<file path="config.mk">
export PLATFORM = sky130hd
export DESIGN_NAME = ffba_ctrl
export DESIGN_NICKNAME = d
export VERILOG_FILES = /design/src/ffba_pkg.sv /design/src/ffba_ctrl.sv
export SDC_FILE = /design/constraint.sdc
export NUM_CORES = 1
export LEC_CHECK = 0
export BUFFER_PORTS_ARGS = -buffer_cell sky130_fd_sc_hd__buf_2
export CORE_MARGIN = 2
export CORE_UTILIZATION = 45
export DETAILED_ROUTE_END_ITERATION = 7
export PLACE_DENSITY = 0.81
export REMOVE_ABC_BUFFERS = 1
export SLEW_MARGIN = 20
export SYNTH_ARGS = -nofsm -noshare
export SYNTH_HDL_FRONTEND = slang
export SYNTH_SLANG_ARGS = --single-unit
</file>
<file path="constraint.sdc">
create_clock -name aclk -period 1.6 [get_ports aclk]
set_input_delay 0.16 -clock aclk [delete_from_list [all_inputs] [get_ports aclk]]
set_output_delay 0.16 -clock aclk [all_outputs]
set_load 0.02 [all_outputs]
</file>
<file path="src/ffba_pkg.sv">
`default_nettype none
// ----------------------------------------------------------------------------
// ffba_pkg
// Shared constants, types and command/status structs for the block allocator.
// ----------------------------------------------------------------------------
package ffba_pkg;

    localparam int NUM_UNITS   = 256;
    localparam int BRICK_BYTES = 32;
    localparam int UW          = $clog2(NUM_UNITS);
    localparam int BSH         = $clog2(BRICK_BYTES);
    localparam int BYTES_W     = 13;
    localparam int REQ_W       = 16;
    localparam int GAP_W       = 8;

    localparam logic [UW-1:0] TAIL_UNIT = UW'(NUM_UNITS - 1);
    localparam logic [REQ_W:0] MAX_BYTES = (REQ_W + 1)'((NUM_UNITS - 2) * BRICK_BYTES);

    localparam logic FUNC_ACQUIRE = 1'b0;
    localparam logic FUNC_RELEASE = 1'b1;

    typedef enum logic [4:0] {
        ST_IDLE,
        ST_A_RD,     // read node n
        ST_A_CHK,    // evaluate node n
        ST_A_SPL1,   // split: write node n
        ST_A_SPL2,   // split: write new node
        ST_A_SPL3,   // split: prev of next
        ST_A_WHOLE,  // grant whole gap
        ST_R_RD,     // walk chain looking for node
        ST_R_CHK,
        ST_R_NB_RD,  // read next and prev nodes
        ST_R_NB_CHK,
        ST_R_POST_RD,
        ST_R_POST_CHK,
        ST_R_W1,
        ST_R_W2,
        ST_R_W3,
        ST_AF_RD,    // read node 0 for all_free
        ST_AF_CHK,
        ST_DONE
    } state_t;

    // controller -> datapath
    typedef struct packed {
        logic    load;       // latch input item
        logic    rd;         // issue read at addr_sel
        logic [2:0] addr_sel;   // 0:n 1:nx 2:pv 3:post 4:zero
        logic    step;       // n <= next of current read
        logic    lat_nx;     // latch next/prev of current read as nx/pv
        logic    lat_pv;     // latch current read used as pv info
        logic    lat_post;   // post <= next of read
        logic    wr;
        logic [3:0] wsel;    // write command code
        logic    gap_dec;
        logic    gap_inc;
        logic    set_ok;
        logic    set_grant;
        logic    set_whole;
        logic    lat_af;
        logic    clr_grant;
    } cmd_t;

    // datapath -> controller
    typedef struct packed {
        logic func;
        logic too_big;
        logic gap_zero;
        logic n_at_tail;
        logic n_is_node;
        logic node_zero;
        logic fit;
        logic split;
        logic used;
        logic nx_free;
        logic pv_free;
        logic steps_done;
    } stat_t;

    // write commands
    localparam logic [3:0] W_SPLIT_N    = 4'd0;
    localparam logic [3:0] W_SPLIT_NN   = 4'd1;
    localparam logic [3:0] W_SPLIT_NX   = 4'd2;
    localparam logic [3:0] W_WHOLE_N    = 4'd3;
    localparam logic [3:0] W_FREE_NODE  = 4'd4;
    localparam logic [3:0] W_BOTH_PV    = 4'd5;
    localparam logic [3:0] W_BOTH_POST  = 4'd6;
    localparam logic [3:0] W_NEXT_NODE  = 4'd7;
    localparam logic [3:0] W_NEXT_POST  = 4'd8;
    localparam logic [3:0] W_PREV_PV    = 4'd9;
    localparam logic [3:0] W_PREV_NX    = 4'd10;

    localparam logic [2:0] A_N    = 3'd0;
    localparam logic [2:0] A_NX   = 3'd1;
    localparam logic [2:0] A_PV   = 3'd2;
    localparam logic [2:0] A_POST = 3'd3;
    localparam logic [2:0] A_ZERO = 3'd4;

endpackage
`default_nettype wire

</file>
<file path="src/ffba_ctrl.sv">
`default_nettype none
// ----------------------------------------------------------------------------
// ffba_ctrl
// Sequencer for acquire walk, release search and merge, and result handshake.
// ----------------------------------------------------------------------------
module ffba_ctrl (
    input  wire                  aclk,
    input  wire                  aresetn,
    input  wire logic            s_valid,
    output logic                 s_ready,
    output logic                 m_valid,
    input  wire logic            m_ready,
    input  wire ffba_pkg::stat_t stat,
    output ffba_pkg::cmd_t       cmd
);
    import ffba_pkg::*;

    state_t state_reg, state_next;
    logic   both_reg, both_next;

    always_ff @(posedge aclk) begin
        if (!aresetn) begin
            state_reg <= ST_IDLE;
            both_reg  <= 1'b0;
        end else begin
            state_reg <= state_next;
            both_reg  <= both_next;
        end
    end

    always_comb begin
        state_next = state_reg;
        both_next  = both_reg;
        unique case (state_reg)
            ST_IDLE: if (s_valid) state_next = ST_A_RD;
            ST_A_RD: begin
                if (stat.func == FUNC_RELEASE) state_next = ST_R_RD;
                else if (stat.gap_zero || stat.too_big) state_next = ST_AF_RD;
                else if (stat.n_at_tail || stat.steps_done) state_next = ST_AF_RD;
                else state_next = ST_A_CHK;
            end
            ST_A_CHK: begin
                if (stat.fit) state_next = stat.split ? ST_A_SPL1 : ST_A_WHOLE;
                else state_next = ST_A_RD;
            end
            ST_A_SPL1:  state_next = ST_A_SPL2;
            ST_A_SPL2:  state_next = ST_A_SPL3;
            ST_A_SPL3:  state_next = ST_AF_RD;
            ST_A_WHOLE: state_next = ST_AF_RD;
            ST_R_RD: begin
                if (stat.n_at_tail || stat.steps_done) state_next = ST_AF_RD;
                else state_next = ST_R_CHK;
            end
            ST_R_CHK: begin
                if (!stat.n_is_node) state_next = ST_R_RD;
                else if (!stat.used) state_next = ST_AF_RD;
                else state_next = ST_R_NB_RD;
            end
            ST_R_NB_RD:  state_next = ST_R_NB_CHK;
            ST_R_NB_CHK: state_next = ST_R_POST_RD;
            ST_R_POST_RD: state_next = ST_R_POST_CHK;
            ST_R_POST_CHK: begin
                both_next  = stat.nx_free && stat.pv_free && !stat.node_zero;
                state_next = ST_R_W1;
            end
            ST_R_W1: state_next = ST_R_W2;
            ST_R_W2: state_next = ST_R_W3;
            ST_R_W3: state_next = ST_AF_RD;
            ST_AF_RD:  state_next = ST_AF_CHK;
            ST_AF_CHK: state_next = ST_DONE;
            ST_DONE:   if (m_ready) state_next = ST_IDLE;
            default:   state_next = ST_IDLE;
        endcase
    end

    logic nxf, pvf;
    assign nxf = stat.nx_free;
    assign pvf = stat.pv_free && !stat.node_zero;

    always_comb begin
        cmd      = '0;
        cmd.addr_sel = A_N;
        cmd.wsel = W_WHOLE_N;
        s_ready  = state_reg == ST_IDLE;
        m_valid  = state_reg == ST_DONE;
        unique case (state_reg)
            ST_IDLE: begin
                cmd.load = s_valid;
                cmd.clr_grant = s_valid;
            end
            ST_A_RD:  cmd.rd = 1'b1;
            ST_A_CHK: begin
                if (stat.fit) begin
                    cmd.set_ok = 1'b1; cmd.set_grant = 1'b1;
                    cmd.set_whole = !stat.split;
                    cmd.lat_nx = 1'b1;
                end else cmd.step = 1'b1;
            end
            ST_A_SPL1: begin
                cmd.wr = 1'b1; cmd.wsel = W_SPLIT_N;
                cmd.rd = 1'b1; cmd.addr_sel = A_NX;
            end
            ST_A_SPL2: begin
                cmd.wr = 1'b1; cmd.wsel = W_SPLIT_NN;
                cmd.rd = 1'b1; cmd.addr_sel = A_NX;
            end
            ST_A_SPL3:  begin cmd.wr = 1'b1; cmd.wsel = W_SPLIT_NX; end
            ST_A_WHOLE: begin cmd.wr = 1'b1; cmd.wsel = W_WHOLE_N; cmd.gap_dec = 1'b1; end
            ST_R_RD:  cmd.rd = 1'b1;
            ST_R_CHK: begin
                if (!stat.n_is_node) cmd.step = 1'b1;
                else if (stat.used) cmd.lat_nx = 1'b1;
            end
            ST_R_NB_RD:  begin cmd.rd = 1'b1; cmd.addr_sel = A_PV; end
            ST_R_NB_CHK: begin cmd.lat_pv = 1'b1; cmd.rd = 1'b1; cmd.addr_sel = A_NX; end
            ST_R_POST_RD: cmd.lat_post = 1'b1;
            ST_R_POST_CHK: begin
                cmd.set_ok = 1'b1;
                cmd.rd = 1'b1; cmd.addr_sel = A_N;  // n_reg equals node here
            end
            ST_R_W1: begin
                cmd.wr = 1'b1; cmd.wsel = W_FREE_NODE;
                cmd.rd = 1'b1; cmd.addr_sel = (nxf && !both_reg) ? A_N : A_PV;
            end
            ST_R_W2: begin
                cmd.rd = 1'b1;
                if (both_reg) begin
                    cmd.wr = 1'b1; cmd.wsel = W_BOTH_PV; cmd.addr_sel = A_POST;
                end else if (nxf) begin
                    cmd.wr = 1'b1; cmd.wsel = W_NEXT_NODE; cmd.addr_sel = A_POST;
                end else if (pvf) begin
                    cmd.wr = 1'b1; cmd.wsel = W_PREV_PV; cmd.addr_sel = A_NX;
                end
            end
            ST_R_W3: begin
                if (both_reg) begin
                    cmd.wr = 1'b1; cmd.wsel = W_BOTH_POST; cmd.gap_dec = 1'b1;
                end else if (nxf) begin
                    cmd.wr = 1'b1; cmd.wsel = W_NEXT_POST;
                end else if (pvf) begin
                    cmd.wr = 1'b1; cmd.wsel = W_PREV_NX;
                end else cmd.gap_inc = 1'b1;
            end
            ST_AF_RD:  begin cmd.rd = 1'b1; cmd.addr_sel = A_ZERO; end
            ST_AF_CHK: cmd.lat_af = 1'b1;
            default: ;
        endcase
    end

    assert property (@(posedge aclk) disable iff (!aresetn)
        !(s_ready && m_valid)) else $error("accept while result pending");
    assert property (@(posedge aclk) disable iff (!aresetn)
        (m_valid && !m_ready) |=> m_valid) else $error("result dropped");
    assert property (@(posedge aclk) disable iff (!aresetn)
        (state_reg == ST_AF_CHK) |=> m_valid) else $error("missing result");
endmodule
`default_nettype wire

</file>
==> out/summary.txt <==
status: finished with violations
violated checks: negative setup slack
die area: 2630 sq um
Clock Tree Root: clkbuf_4
Rel. slew slack: 64.6%
Hold Path Stages: 2
GR Overflow Total: 0
Worst R2R Start: state_reg[4]$_SDFFE_PN0P_
Critical Path Sink Type: output port
HPWL Detailed: 2.61 mm
crit-path max FO: 6
Clock power frac: 4.5%
DRC viols: 0
unrepaired setup endpoints after global routing: true
met3 Use GR: 6.14%
PwrDens: 1940 nW/um^2
H-tree depth: 1
max reg flops: 5
Combinational Power Share: 85.0%
remaining antenna violation count after routing: 0
WP buf/inv: 1
P_leak: 0.773 nW
Worst Skew: 2.55 ps
Yosys reg bits: 6
commonest non-fill, non-tap cell in the layout: buf_4
busiest grt layer: met2
CTS Buf Count: 3
post-synth cell types: 47
most frequent cells in the layout: 36 x buf_4, 21 x buf_6, 20 x buf_2, 15 x nor2_1, 10 x nand2_1
layout cell share with drive strength beyond 1: 56.4%
Final min period: 1810 ps
drt total wl: 4.80 mm
async set-reset flop share out of synthesis: 0%
Seq pwr share: 10.5%
TritonCTS clock tree: yes
sequential element share of the synthesized area: 11.9%
Max VDD drop: 1.28 mV
worst skew pair latency: 260 ps
# setup viols final: 17
r2r endpoint: state_reg[2]$_SDFFE_PN0P_
Internal: 1.72 mW
area grow syn2layout: 77.6%
Initial Utilization: 46.4%
Post-synth EDFFs: 0
Reg2Reg Setup Slack: 0 ps
HP Class: input pin to flip-flop
cells along the critical path: or3b_4, a31oi_1, o221a_2, buf_6
first-pass GRT wire length: 6.11 mm
largest net degree at the start of global routing: 18
clk slew on worst S/H paths: 50 ps
Tot GR Track Use: 31.1%
Ports: 39
via count: 1551
cells after synthesis: 152
first drt pass iteration count: 4
worst path arrival time: 1650 ps
Req. time, crit path: 1440 ps
Die Height: 51.3 um
Horiz. Die Dim: 51.3 um
Hold Path Origin: aresetn
CTS max path bufs: 2
Fill cells: 135
Max Freq: 0.553 GHz
Psw: 1.74 mW
hold endpoint: state_reg[1]$_SDFFE_PN0P_
top_reg_cell synth: dfxtp_1
WS Path Type: flip-flop to output port
Slowest cell on crit path: or3b_4
worst setup margin: -207 ps
Final nets: 236
slowest stage delay, CP: 450 ps
GPL Wtd Cong: 0.957
Syn Area/Cell: 6.62 sq um
yosys warns: 0
Row Count: 17
Post-Route Utilization: 82.4%
Synth Cell Area: 1010 sq um
1st-iter DRT viols: 72
Overall Power: 3.46 mW
core area: 2170 sq um
GR met1 Demand/Resource: 34.2%
CP startpoint kind: flip-flop
Setup WS pre-CTS: -39.2 ps
met2 usage in global routing: 57.1%
initial antenna violation count: 0
period utilisation layout: 113%
Avg WL per Cell: 19.5 um
final hold viol count: 0
Sw Share: 50.3%
WHS: 163 ps
Max Cap Violations: 0
Final Slew Violations: 0
FF-to-FF path depth: 4
Sink Count: 6
vias in the first global route: 1308
vias per cell: 6.30
port bufs: 38
delay-heaviest family, CP: simple AND/OR/NAND/NOR gates
Least-Margin Pin Slew: 524 ps
antenna fix cells: 0
## kinds of logic (layout without fill, tap and decap cells)
logic type / count (synthesis) / after routing / synth area share, %
and+or+nand+nor: 76 / 76 / 41.4
AOI/OAI and AO/OA: 42 / 42 / 30.8
buffers and inverters: 23 / 89 / 10.9
DFF: 6 / 6 / 11.9
muxes: 3 / 3 / 3.11
xor gates and xnor gates: 2 / 2 / 1.74
## repair_timing
| item | in CTS | in global routing |
|---|---|---|
| pin swaps | 11 | 15 |
| hold buffers | 0 | 0 |
| endpoints found under the hold margin | 0 | 0 |
| setup endpoints to repair | 26 | 25 |
| gates cloned | 0 | 0 |
| buffers inserted | 10 | 6 |
| resized for setup | 50 | 40 |
## final cells by class
class | count | area (sq um) | share of cell area (%)
well taps | 28 | 35.0 | 1.96
inverters | 8 | 30.0 | 1.68
repair buffers | 78 | 627 | 35.1
multi-input cells | 123 | 936 | 52.4
flip-flops and latches | 6 | 136 | 7.63
clock buffers | 3 | 22.5 | 1.26
## power groups by stage
stage	logic, mW	clock network, mW	registers [mW]
finish	2.94	0.156	0.362
floorplan	1.09	0	0.432
CTS	2.43	0.148	0.342
global placement	1.93	0	0.301
detailed placement	1.99	0	0.307
global route	3.09	0.156	0.368
## per-layer routing
layer / wire (um) / vias to the layer above
li1: - / 685
met1: 1720 / 720
met2: 2440 / 119
met3: 384 / 27
met4: 249 / 0
met5: 0 / -
## worst max-delay path by stage
stage	startpoint	cells past startpoint	to	slack [ps]
after floorplan	state_reg[4]$_SDFFE_PN0P_	3	cmd[19]	-430
final	state_reg[1]$_SDFFE_PN0P_	4	cmd[17]	-210
after global placement	state_reg[0]$_SDFFE_PN0P_	4	cmd[17]	30
after CTS	state_reg[3]$_SDFFE_PN0P_	5	cmd[7]	-100
after detailed placement	state_reg[4]$_SDFFE_PN0P_	4	state_reg[3]$_SDFFE_PN0P_	-40
after global routing	state_reg[1]$_SDFFE_PN0P_	4	cmd[17]	-230
## metrics by stage
step	instances	cell area [sq um]	setup TNS, ps
after floorplan	137	926	-2650
after global placement	227	1330	0
after detailed placement	227	1330	-79.3
after CTS	240	1610	-552
after global routing	246	1790	-1820
final	246	1790	-1230
## Yosys cell counts, drive strengths merged (2+ instances only)
master / number / share of area (%)
a21oi: 9 / 4.5
a31oi: 4 / 2.5
and3: 2 / 1.2
buf: 8 / 5.3
clkbuf: 7 / 2.6
dfxtp: 6 / 12
inv: 8 / 3.0
mux2i: 2 / 2.0
nand2: 12 / 4.5
nand2b: 5 / 3.1
nand3: 7 / 4.0
nor2: 20 / 7.5
nor2b: 6 / 3.7
nor3: 7 / 4.5
nor3b: 3 / 2.2
o211ai: 2 / 1.5
o21a: 2 / 1.5
o21ai: 8 / 4.0
o221a: 2 / 3.1
o22ai: 2 / 1.2
o31a: 3 / 2.6
or3: 6 / 4.2
or3b: 2 / 1.7
xnor2: 2 / 1.7
Power figures use the tool's default switching activity.
